File: config.mk
export PLATFORM = sky130hd
export DESIGN_NAME = uart_ring_buffer_crlf_core
export DESIGN_NICKNAME = d
export VERILOG_FILES = /design/src/design/urb_pkg.sv /design/src/design/urb_ram.sv /design/src/design/uart_ring_buffer_crlf_core.sv
export SDC_FILE = /design/constraint.sdc
export NUM_CORES = 1
export LEC_CHECK = 0
export ABC_AREA = 1
export BUFFER_PORTS_ARGS = -buffer_cell sky130_fd_sc_hd__buf_2
export CORE_ASPECT_RATIO = 1.25
export CORE_MARGIN = 5
export CORE_UTILIZATION = 50
export DETAILED_ROUTE_END_ITERATION = 8
export GPL_ROUTABILITY_DRIVEN = 0
export PLACE_DENSITY = 0.63
export SYNTH_ARGS = -nofsm -noshare
export SYNTH_HDL_FRONTEND = slang
export SYNTH_SLANG_ARGS = --single-unit
File: constraint.sdc
create_clock -name clk_i -period 6.55 [get_ports clk_i]
set_input_delay 0.9825 -clock clk_i [delete_from_list [all_inputs] [get_ports clk_i]]
set_output_delay 0.9825 -clock clk_i [all_outputs]
set_load 0.03 [all_outputs]
File: src/design/urb_pkg.sv
// Shared types and constants for the UART transmit/receive ring buffer.
// No dependencies.
package urb_pkg;

  localparam int unsigned TxDepthDef = 64;
  localparam int unsigned RxDepthDef = 64;
  localparam int unsigned LevelW     = 7;

  localparam logic [7:0] CR_BYTE = 8'h0D;
  localparam logic [7:0] LF_BYTE = 8'h0A;

  typedef enum logic [1:0] {
    OP_PUT   = 2'd0,
    OP_GET   = 2'd1,
    OP_RX    = 2'd2,
    OP_READY = 2'd3
  } urb_op_e;

  typedef enum logic {
    S_IDLE = 1'b0,
    S_DONE = 1'b1
  } urb_state_e;

  // result of one event, minus the bytes that come back from the rings
  typedef struct packed {
    logic       tx_valid;
    logic       tx_mem;
    logic [7:0] tx_byte;
    logic       rd_valid;
    logic       dropped;
    logic       wr2;
  } urb_pend_t;

endpackage

File: src/design/urb_ram.sv
// Byte ring storage: one write port, one read port, registered read data.
// Depends on urb_pkg.
module urb_ram
  import urb_pkg::*;
#(
  parameter int unsigned Depth = TxDepthDef,
  localparam int unsigned AddrW = $clog2(Depth)
) (
  input  logic             clk_i,
  input  logic             we_i,
  input  logic [AddrW-1:0] waddr_i,
  input  logic [7:0]       wdata_i,
  input  logic             re_i,
  input  logic [AddrW-1:0] raddr_i,
  output logic [7:0]       rdata_o
);

  logic [7:0] mem_q [Depth];
  logic [7:0] rdata_q;

  always_ff @(posedge clk_i) begin
    if (we_i) begin
      mem_q[waddr_i] <= wdata_i;
    end
  end

  always_ff @(posedge clk_i) begin
    if (re_i) begin
      rdata_q <= mem_q[raddr_i];
    end
  end

  assign rdata_o = rdata_q;

endmodule

File: src/design/uart_ring_buffer_crlf_core.sv
// UART transmit/receive ring buffer with optional CR-before-LF expansion.
// The accepted event waits in S_DONE and loads the output register when free.
// No new event is accepted until that load, since in_ready is high only in S_IDLE.
// Reset: pointers, counts and busy flag cleared, crlf_q set to 1;
// ring contents are not initialized. Depends on urb_pkg and urb_ram.
module uart_ring_buffer_crlf_core
  import urb_pkg::*;
#(
  parameter int unsigned TX_DEPTH = TxDepthDef,
  parameter int unsigned RX_DEPTH = RxDepthDef
) (
  input  logic              clk_i,
  input  logic              rst_ni,
  input  logic              cfg_we_i,
  input  logic              cfg_wdata_i,
  input  logic              in_valid_i,
  output logic              in_ready_o,
  input  logic [1:0]        op_i,
  input  logic [7:0]        data_i,
  output logic              out_valid_o,
  input  logic              out_ready_i,
  output logic              tx_valid_o,
  output logic [7:0]        tx_byte_o,
  output logic              rd_valid_o,
  output logic [7:0]        rd_byte_o,
  output logic              dropped_o,
  output logic              tx_is_full_o,
  output logic              tx_busy_o,
  output logic [LevelW-1:0] rx_level_o,
  output logic [LevelW-1:0] tx_level_o
);

  localparam int unsigned TPW = $clog2(TX_DEPTH);
  localparam int unsigned TCW = $clog2(TX_DEPTH + 1);
  localparam int unsigned RPW = $clog2(RX_DEPTH);
  localparam int unsigned RCW = $clog2(RX_DEPTH + 1);
  localparam logic [TCW-1:0] TX_FULL = TCW'(TX_DEPTH);
  localparam logic [RCW-1:0] RX_FULL = RCW'(RX_DEPTH);
  localparam logic [TPW-1:0] TX_LAST = TPW'(TX_DEPTH - 1);
  localparam logic [RPW-1:0] RX_LAST = RPW'(RX_DEPTH - 1);

  function automatic logic [TPW-1:0] tx_wrap(logic [TPW-1:0] head, logic [TCW-1:0] off);
    logic [TCW:0] s;
    s = (TCW+1)'(head) + (TCW+1)'(off);
    if (s >= (TCW+1)'(TX_DEPTH)) begin
      s = s - (TCW+1)'(TX_DEPTH);
    end
    return s[TPW-1:0];
  endfunction

  function automatic logic [RPW-1:0] rx_wrap(logic [RPW-1:0] head, logic [RCW-1:0] off);
    logic [RCW:0] s;
    s = (RCW+1)'(head) + (RCW+1)'(off);
    if (s >= (RCW+1)'(RX_DEPTH)) begin
      s = s - (RCW+1)'(RX_DEPTH);
    end
    return s[RPW-1:0];
  endfunction

  urb_state_e     state_q, state_d;
  logic           crlf_q;
  logic [TPW-1:0] tx_head_q, tx_head_d;
  logic [TCW-1:0] tx_cnt_q, tx_cnt_d;
  logic           tx_act_q, tx_act_d;
  logic [RPW-1:0] rx_head_q, rx_head_d;
  logic [RCW-1:0] rx_cnt_q, rx_cnt_d;
  urb_pend_t      pend_q, pend_d;
  logic [TPW-1:0] wr2_addr_q, wr2_addr_d;
  logic [7:0]     wr2_data_q, wr2_data_d;

  logic           tx_we, tx_re, rx_we, rx_re;
  logic [TPW-1:0] tx_waddr;
  logic [7:0]     tx_wdata, tx_rdata, rx_rdata;
  logic           load;

  // put evaluation: CR first when expanding, then the data byte
  logic [TCW-1:0] p_cnt;
  logic           p_act, p_line, p_drop;
  logic [1:0]     p_nq;
  logic [7:0]     p_qa, p_qb, p_lb;

  logic           out_valid_q, tx_valid_q, rd_valid_q, dropped_q, full_q, busy_q;
  logic [7:0]     tx_byte_q, rd_byte_q;
  logic [LevelW-1:0] rxl_q, txl_q;

  always_comb begin
    p_cnt  = tx_cnt_q;
    p_act  = tx_act_q;
    p_nq   = 2'd0;
    p_qa   = data_i;
    p_qb   = data_i;
    p_line = 1'b0;
    p_lb   = data_i;
    p_drop = 1'b0;
    if (crlf_q && data_i == LF_BYTE) begin
      if (p_cnt == TX_FULL) begin
        p_drop = 1'b1;
      end else if (!p_act) begin
        p_act  = 1'b1;
        p_line = 1'b1;
        p_lb   = CR_BYTE;
      end else begin
        p_qa  = CR_BYTE;
        p_nq  = 2'd1;
        p_cnt = p_cnt + TCW'(1);
      end
    end
    if (p_cnt == TX_FULL) begin
      p_drop = 1'b1;
    end else if (!p_act) begin
      p_act  = 1'b1;
      p_line = 1'b1;
      p_lb   = data_i;
    end else begin
      if (p_nq == 2'd0) begin
        p_qa = data_i;
      end else begin
        p_qb = data_i;
      end
      p_nq  = p_nq + 2'd1;
      p_cnt = p_cnt + TCW'(1);
    end
  end

  always_comb begin
    state_d    = state_q;
    tx_head_d  = tx_head_q;
    tx_cnt_d   = tx_cnt_q;
    tx_act_d   = tx_act_q;
    rx_head_d  = rx_head_q;
    rx_cnt_d   = rx_cnt_q;
    pend_d     = pend_q;
    wr2_addr_d = wr2_addr_q;
    wr2_data_d = wr2_data_q;
    tx_we      = 1'b0;
    tx_waddr   = tx_wrap(tx_head_q, tx_cnt_q);
    tx_wdata   = p_qa;
    tx_re      = 1'b0;
    rx_we      = 1'b0;
    rx_re      = 1'b0;
    load       = 1'b0;
    in_ready_o = (state_q == S_IDLE);
    case (state_q)
      S_IDLE: begin
        if (in_valid_i) begin
          pend_d  = '0;
          state_d = S_DONE;
          case (urb_op_e'(op_i))
            OP_PUT: begin
              tx_cnt_d        = p_cnt;
              tx_act_d        = p_act;
              tx_we           = (p_nq != 2'd0);
              pend_d.tx_valid = p_line;
              pend_d.tx_byte  = p_lb;
              pend_d.dropped  = p_drop;
              pend_d.wr2      = (p_nq == 2'd2);
              wr2_addr_d      = tx_wrap(tx_head_q, tx_cnt_q + TCW'(1));
              wr2_data_d      = p_qb;
            end
            OP_GET: begin
              if (rx_cnt_q != '0) begin
                rx_re           = 1'b1;
                rx_head_d       = (rx_head_q == RX_LAST) ? '0 : rx_head_q + RPW'(1);
                rx_cnt_d        = rx_cnt_q - RCW'(1);
                pend_d.rd_valid = 1'b1;
              end
            end
            OP_RX: begin
              if (rx_cnt_q == RX_FULL) begin
                pend_d.dropped = 1'b1;
              end else begin
                rx_we    = 1'b1;
                rx_cnt_d = rx_cnt_q + RCW'(1);
              end
            end
            OP_READY: begin
              if (tx_cnt_q != '0) begin
                tx_re           = 1'b1;
                tx_head_d       = (tx_head_q == TX_LAST) ? '0 : tx_head_q + TPW'(1);
                tx_cnt_d        = tx_cnt_q - TCW'(1);
                tx_act_d        = 1'b1;
                pend_d.tx_valid = 1'b1;
                pend_d.tx_mem   = 1'b1;
              end else begin
                tx_act_d = 1'b0;
              end
            end
            default: begin
              state_d = S_DONE;
            end
          endcase
        end
      end
      S_DONE: begin
        // second queued byte of an expanded newline; rewrite while stalled is harmless
        if (pend_q.wr2) begin
          tx_we    = 1'b1;
          tx_waddr = wr2_addr_q;
          tx_wdata = wr2_data_q;
        end
        if (!out_valid_q || out_ready_i) begin
          load    = 1'b1;
          state_d = S_IDLE;
        end
      end
      default: begin
        state_d = S_IDLE;
      end
    endcase
  end

  always_ff @(posedge clk_i or negedge rst_ni) begin
    if (!rst_ni) begin
      state_q   <= S_IDLE;
      crlf_q    <= 1'b1;
      tx_head_q <= '0;
      tx_cnt_q  <= '0;
      tx_act_q  <= 1'b0;
      rx_head_q <= '0;
      rx_cnt_q  <= '0;
      pend_q    <= '0;
    end else begin
      state_q   <= state_d;
      if (cfg_we_i) begin
        crlf_q <= cfg_wdata_i;
      end
      tx_head_q <= tx_head_d;
      tx_cnt_q  <= tx_cnt_d;
      tx_act_q  <= tx_act_d;
      rx_head_q <= rx_head_d;
      rx_cnt_q  <= rx_cnt_d;
      pend_q    <= pend_d;
    end
  end

  always_ff @(posedge clk_i) begin
    wr2_addr_q <= wr2_addr_d;
    wr2_data_q <= wr2_data_d;
  end

  urb_ram #(.Depth(TX_DEPTH)) u_tx_ram (
    .clk_i   (clk_i),
    .we_i    (tx_we),
    .waddr_i (tx_waddr),
    .wdata_i (tx_wdata),
    .re_i    (tx_re),
    .raddr_i (tx_head_q),
    .rdata_o (tx_rdata)
  );

  urb_ram #(.Depth(RX_DEPTH)) u_rx_ram (
    .clk_i   (clk_i),
    .we_i    (rx_we),
    .waddr_i (rx_wrap(rx_head_q, rx_cnt_q)),
    .wdata_i (data_i),
    .re_i    (rx_re),
    .raddr_i (rx_head_q),
    .rdata_o (rx_rdata)
  );

  // output word register
  always_ff @(posedge clk_i or negedge rst_ni) begin
    if (!rst_ni) begin
      out_valid_q <= 1'b0;
    end else if (load) begin
      out_valid_q <= 1'b1;
    end else if (out_ready_i) begin
      out_valid_q <= 1'b0;
    end
  end

  always_ff @(posedge clk_i) begin
    if (load) begin
      tx_valid_q <= pend_q.tx_valid;
      tx_byte_q  <= !pend_q.tx_valid ? 8'h00 : (pend_q.tx_mem ? tx_rdata : pend_q.tx_byte);
      rd_valid_q <= pend_q.rd_valid;
      rd_byte_q  <= pend_q.rd_valid ? rx_rdata : 8'h00;
      dropped_q  <= pend_q.dropped;
      full_q     <= (tx_cnt_q == TX_FULL);
      busy_q     <= tx_act_q;
      rxl_q      <= LevelW'(rx_cnt_q);
      txl_q      <= LevelW'(tx_cnt_q);
    end
  end

  assign out_valid_o  = out_valid_q;
  assign tx_valid_o   = tx_valid_q;
  assign tx_byte_o    = tx_byte_q;
  assign rd_valid_o   = rd_valid_q;
  assign rd_byte_o    = rd_byte_q;
  assign dropped_o    = dropped_q;
  assign tx_is_full_o = full_q;
  assign tx_busy_o    = busy_q;
  assign rx_level_o   = rxl_q;
  assign tx_level_o   = txl_q;

  a_tx_cnt_bound: assert property (@(posedge clk_i) disable iff (!rst_ni)
    tx_cnt_q <= TX_FULL)
    else $error("tx count above depth");

  a_rx_cnt_bound: assert property (@(posedge clk_i) disable iff (!rst_ni)
    rx_cnt_q <= RX_FULL)
    else $error("rx count above depth");

  a_tx_port_conflict: assert property (@(posedge clk_i) disable iff (!rst_ni)
    !(tx_we && tx_re))
    else $error("tx ring read and write in one cycle");

  a_rx_push: assert property (@(posedge clk_i) disable iff (!rst_ni)
    (in_valid_i && in_ready_o && op_i == OP_RX && rx_cnt_q != RX_FULL)
      |=> rx_cnt_q == $past(rx_cnt_q) + RCW'(1))
    else $error("rx push did not advance count");

  a_load_from_done: assert property (@(posedge clk_i) disable iff (!rst_ni)
    load |-> (state_q == S_DONE && (!out_valid_q || out_ready_i)))
    else $error("output word overwritten");

endmodule

==> metrics.md <==
| Metric | Value |
|---|---|
| Run status | complete, no violations |
| Commonest cells after routing, fill and taps aside | sky130_fd_sc_hd__edfxtp_1, sky130_fd_sc_hd__nor2_1, sky130_fd_sc_hd__o21ai_0, sky130_fd_sc_hd__nand2_1, sky130_fd_sc_hd__o22ai_1 |
| Die area | 98600 um2 |
| Compound-cell area share of the yosys netlist | 0.114 |
| Post-synthesis cell count | 3648 |
| Max Fanout on Critical Path | 8 |
| Leakage component of the power | 16.8 nW |
| Die boundary height | 350 um |
| Family with the most delay on the worst path | simple AND/OR/NAND/NOR gates |
| Accumulated negative setup slack | 0 ns |
| Synth top area share | 0.708 |
| Critical Path AT | 4.42 ns |
| Ys async rst share | 0.0380 |
| Register area share after synthesis | 0.731 |
| Synth Net Count | 3699 |
| Worst ir drop on vdd | 0.279 mV |
| Per-instance average area after synthesis | 12.7 um2 |
| Layout net count | 3691 |
| Total Wirelength | 125 mm |
| Number of antenna cells inserted | 0 |
| Number of antenna violations at the first check in global routing | 2 |
| Met2 Track Usage GR | 0.428 |
| Area of the core region | 91500 um2 |
| Dominant cell type by area after synthesis | sky130_fd_sc_hd__edfxtp_1 |
| Effective utilization at floorplan | 0.505 |
| Count of unique library cells instantiated by Yosys | 48 |
| Total of fill cells in the finished design | 7521 |
| Critical path start-end classification | flip-flop to flip-flop |
| Top-level I/O count | 53 |
| Global-route wire length before repair | 184 mm |
| Count of flip-flops with a built-in enable after synthesis | 1089 |
| Proportion of layout cells with a drive suffix above 1 | 0.0915 |
| Unrepaired setup endpoints after global routing | false |
| Met3 capacity usage during global routing | 0.0378 |
| Routed vias | 29770 |
| Overall fraction of global-route tracks in use | 0.247 |
| TritonCTS buffer count | 109 |
| Pin count of the biggest net entering global routing | 256 |
| Largest family of logic cells by synthesized area | compound AO/OA/AOI/OAI gates |
| Total chip power | 22.5 mW |
| Via count of the first global-routing pass | 28758 |
| Maximum clock rate | 243 MHz |
| Tightest slew margin relative to the limit | 0.142 |
| DRC Markers | 0 |
| First-pass detailed-route iteration total | 7 |
| Number of hold violations in the final report | 0 |
| Data required time at the worst endpoint | 6.84 ns |
| CP endpoint kind | flip-flop |
| Met1 routing resource usage after global routing | 0.314 |
| Clock-pin slew on the worst setup and hold paths | 0.06 ns |
| Master cell of the clock root buffer | sky130_fd_sc_hd__clkbuf_16 |
| Drt wl/cell | 25.3 um |
| Skew final | 0.0409 ns |
| Nature of the critical path startpoint | flip-flop |
| Horiz. Die Dim | 282 um |
| Worst slew pin tran | 1.28 ns |
| Peak-usage layer in the global routing report | met2 |
| Mux contribution to synthesized area | 0 |
| Setup Viol. Count Final | 0 |
| Setup repair bufs after CTS | 0 |
| Worst hold-check path type | input port to asynchronous set/reset pin |
| Tmin final | 4.12 ns |
| Row cnt | 124 |
| Combined area of all synthesized cells | 46200 um2 |
| Gates resized, CTS repair | 0 |
| Synthesis Warnings | 0 |
| Slowest stage cell on the critical path | sky130_fd_sc_hd__nor2_1 |
| Area share of and/or/nand/nor cells after synthesis | 0.113 |
| Clock tree from TritonCTS | built |
| Worst-skew pair later-pin latency | 0.68 ns |
| Residual antenna-violating net count after detailed routing | 0 |
| CTS Hold Bufs | 0 |
| Areal power density over the cells | 440 nW/um2 |
| Register bit total from synthesis | 1132 |
| Synth Flop Type | sky130_fd_sc_hd__edfxtp_1 |
| Detail Placement HPWL | 75.9 mm |
| Clock Path Buffers | 3 |
| Count of pins over their slew limit | 0 |
| List of cells traversed by the critical path | inv_1, ha_1, nand3_2, nor2_4, o21ai_0, a21boi_0, inv_1, ha_1, nand2_2, nor2_8, nand2_4, a21oi_4, nand2_8, nand2_8, nor2_1 |
| DR vias/cell | 6.05 |
| Adder-cell share of the synthesized area | 0.0101 |
| Max-cap violations | 0 |
| Violation count after the first detailed-route iteration | 3151 |
| Maximum cell stage delay along the critical path | 0.64 ns |
| Largest cells by area after synthesis | sky130_fd_sc_hd__edfxtp_1, sky130_fd_sc_hd__o21ai_0, sky130_fd_sc_hd__nor2_1, sky130_fd_sc_hd__nand2_1, sky130_fd_sc_hd__dfrtp_1 |
| Area added between synthesis and finish | 10.9% |
| Post-synthesis xor/xnor area fraction | 0.00474 |
| Aggregate global routing overflow | 0 |
| Commonest non-fill, non-tap cell in the layout | sky130_fd_sc_hd__edfxtp_1 |
| Share of the clock period used by the worst path after layout | 0.629 |
| Worst path buffer plus inverter count | 2 |
| Number of sinks handled by clock tree synthesis | 1132 |
| H-tree level count | 3 |
| Count of buffers inserted at the top-level ports | 52 |
-- cell families (layout without fill, tap and decap cells) --
| logic type | count (synthesis) | in the layout |
|---|---|---|
| buffers and inverters | 319 | 398 |
| adders and majority gates | 35 | 35 |
| DFF | 1132 | 1132 |
| AOI/OAI and AO/OA | 915 | 915 |
| and+or+nand+nor | 1222 | 1222 |
| xor gates and xnor gates | 25 | 25 |
-- metrics by stage --
step	hold WS [ns]	cells	area (um2)	worst slack, ns	util
6_report	0.419	4924	51200	2.43	0.560
5_1_grt	0.447	4924	51200	2.15	0.560
4_1_cts	0.407	4924	51200	2.42	0.560
3_5_place_dp	0.470	4726	47600	1.88	0.520
3_3_place_gp	0.466	4726	47600	2.00	0.520
2_1_floorplan	0.420	3648	46200	1.81	-
-- synth_stat cells (all sizes together), types with 3 or more instances --
cell / instances
nand4: 31
ha: 31
nor3: 22
nand2: 308
nor2: 703
o221ai: 103
inv: 98
a21oi: 47
xnor2: 9
or2: 6
o211ai: 26
dfrtp: 42
edfxtp: 1089
clkbuf: 190
a31oi: 3
fa: 4
nand3: 150
xor2: 16
buf: 24
clkinv: 7
a22oi: 4
o21ai: 571
o22ai: 153
-- power by group --
| group | total [mW] | internal [mW] | leakage, nW | switching (mW) |
|---|---|---|---|---|
| clock network | 6.34 | 3.70 | 1.78 | 2.64 |
| logic | 7.47 | 1.94 | 4.67 | 5.53 |
| registers | 8.70 | 8.28 | 10.3 | 0.421 |
| total | 22.5 | 13.9 | 16.8 | 8.60 |
-- layer usage --
layer | wire length [um] | up-vias
met4 | 5510 | 2
met3 | 8870 | 278
li1 | - | 13441
met2 | 63200 | 1340
met1 | 46900 | 14709
met5 | 7 | -
-- final timing paths --
| check | cells after the start | slack [ns] | to | start |
|---|---|---|---|---|
| worst max-delay path | 15 | 2.43 | u_tx_ram.mem_q[23][7]$_DFFE_PP_ | tx_cnt_q[0]$_DFFE_PN0P_ |
| worst min-delay path | 2 | 0.42 | out_valid_o$_DFFE_PN0P_ | rst_ni |
| worst max register to register | 15 | 2.43 | u_tx_ram.mem_q[23][7]$_DFFE_PP_ | tx_cnt_q[0]$_DFFE_PN0P_ |
| worst min register to register | 2 | 0.48 | pend_q[0]$_DFFE_PN0P_ | pend_q[0]$_DFFE_PN0P_ |
| max in group asynchronous | 2 | 5.60 | rx_head_q[0]$_DFFE_PN0P_ | rst_ni |
| min in group clk_i | 2 | 0.48 | pend_q[0]$_DFFE_PN0P_ | pend_q[0]$_DFFE_PN0P_ |
-- sequential cells by signal, summed over array words and instances, names as in the netlist, 6 cells and up --
| name | flops |
|---|---|
| pend_q | 13 |
| rd_byte_o | 8 |
| rx_cnt_q | 7 |
| rx_head_q | 6 |
| rx_level_o | 7 |
| tx_byte_o | 8 |
| tx_cnt_q | 7 |
| tx_head_q | 6 |
| tx_level_o | 7 |
| u_rx_ram.mem_q | 512 |
| u_rx_ram.rdata_o | 8 |
| u_tx_ram.mem_q | 512 |
| u_tx_ram.rdata_o | 8 |
| wr2_addr_q | 6 |
| wr2_data_q | 8 |
-- cell type report --
cell class                 instances  area [um2]  area share
sequential                      1132       33800       0.660
tap                             1197        1500      0.0292
clock buffer                     142        2970      0.0581
inverter                         105         412     0.00804
multi-input combinational       2197       11300       0.220
clock inverter                    56         638      0.0125
timing repair buffer              95         608      0.0119
Power figures use the tool's default switching activity.
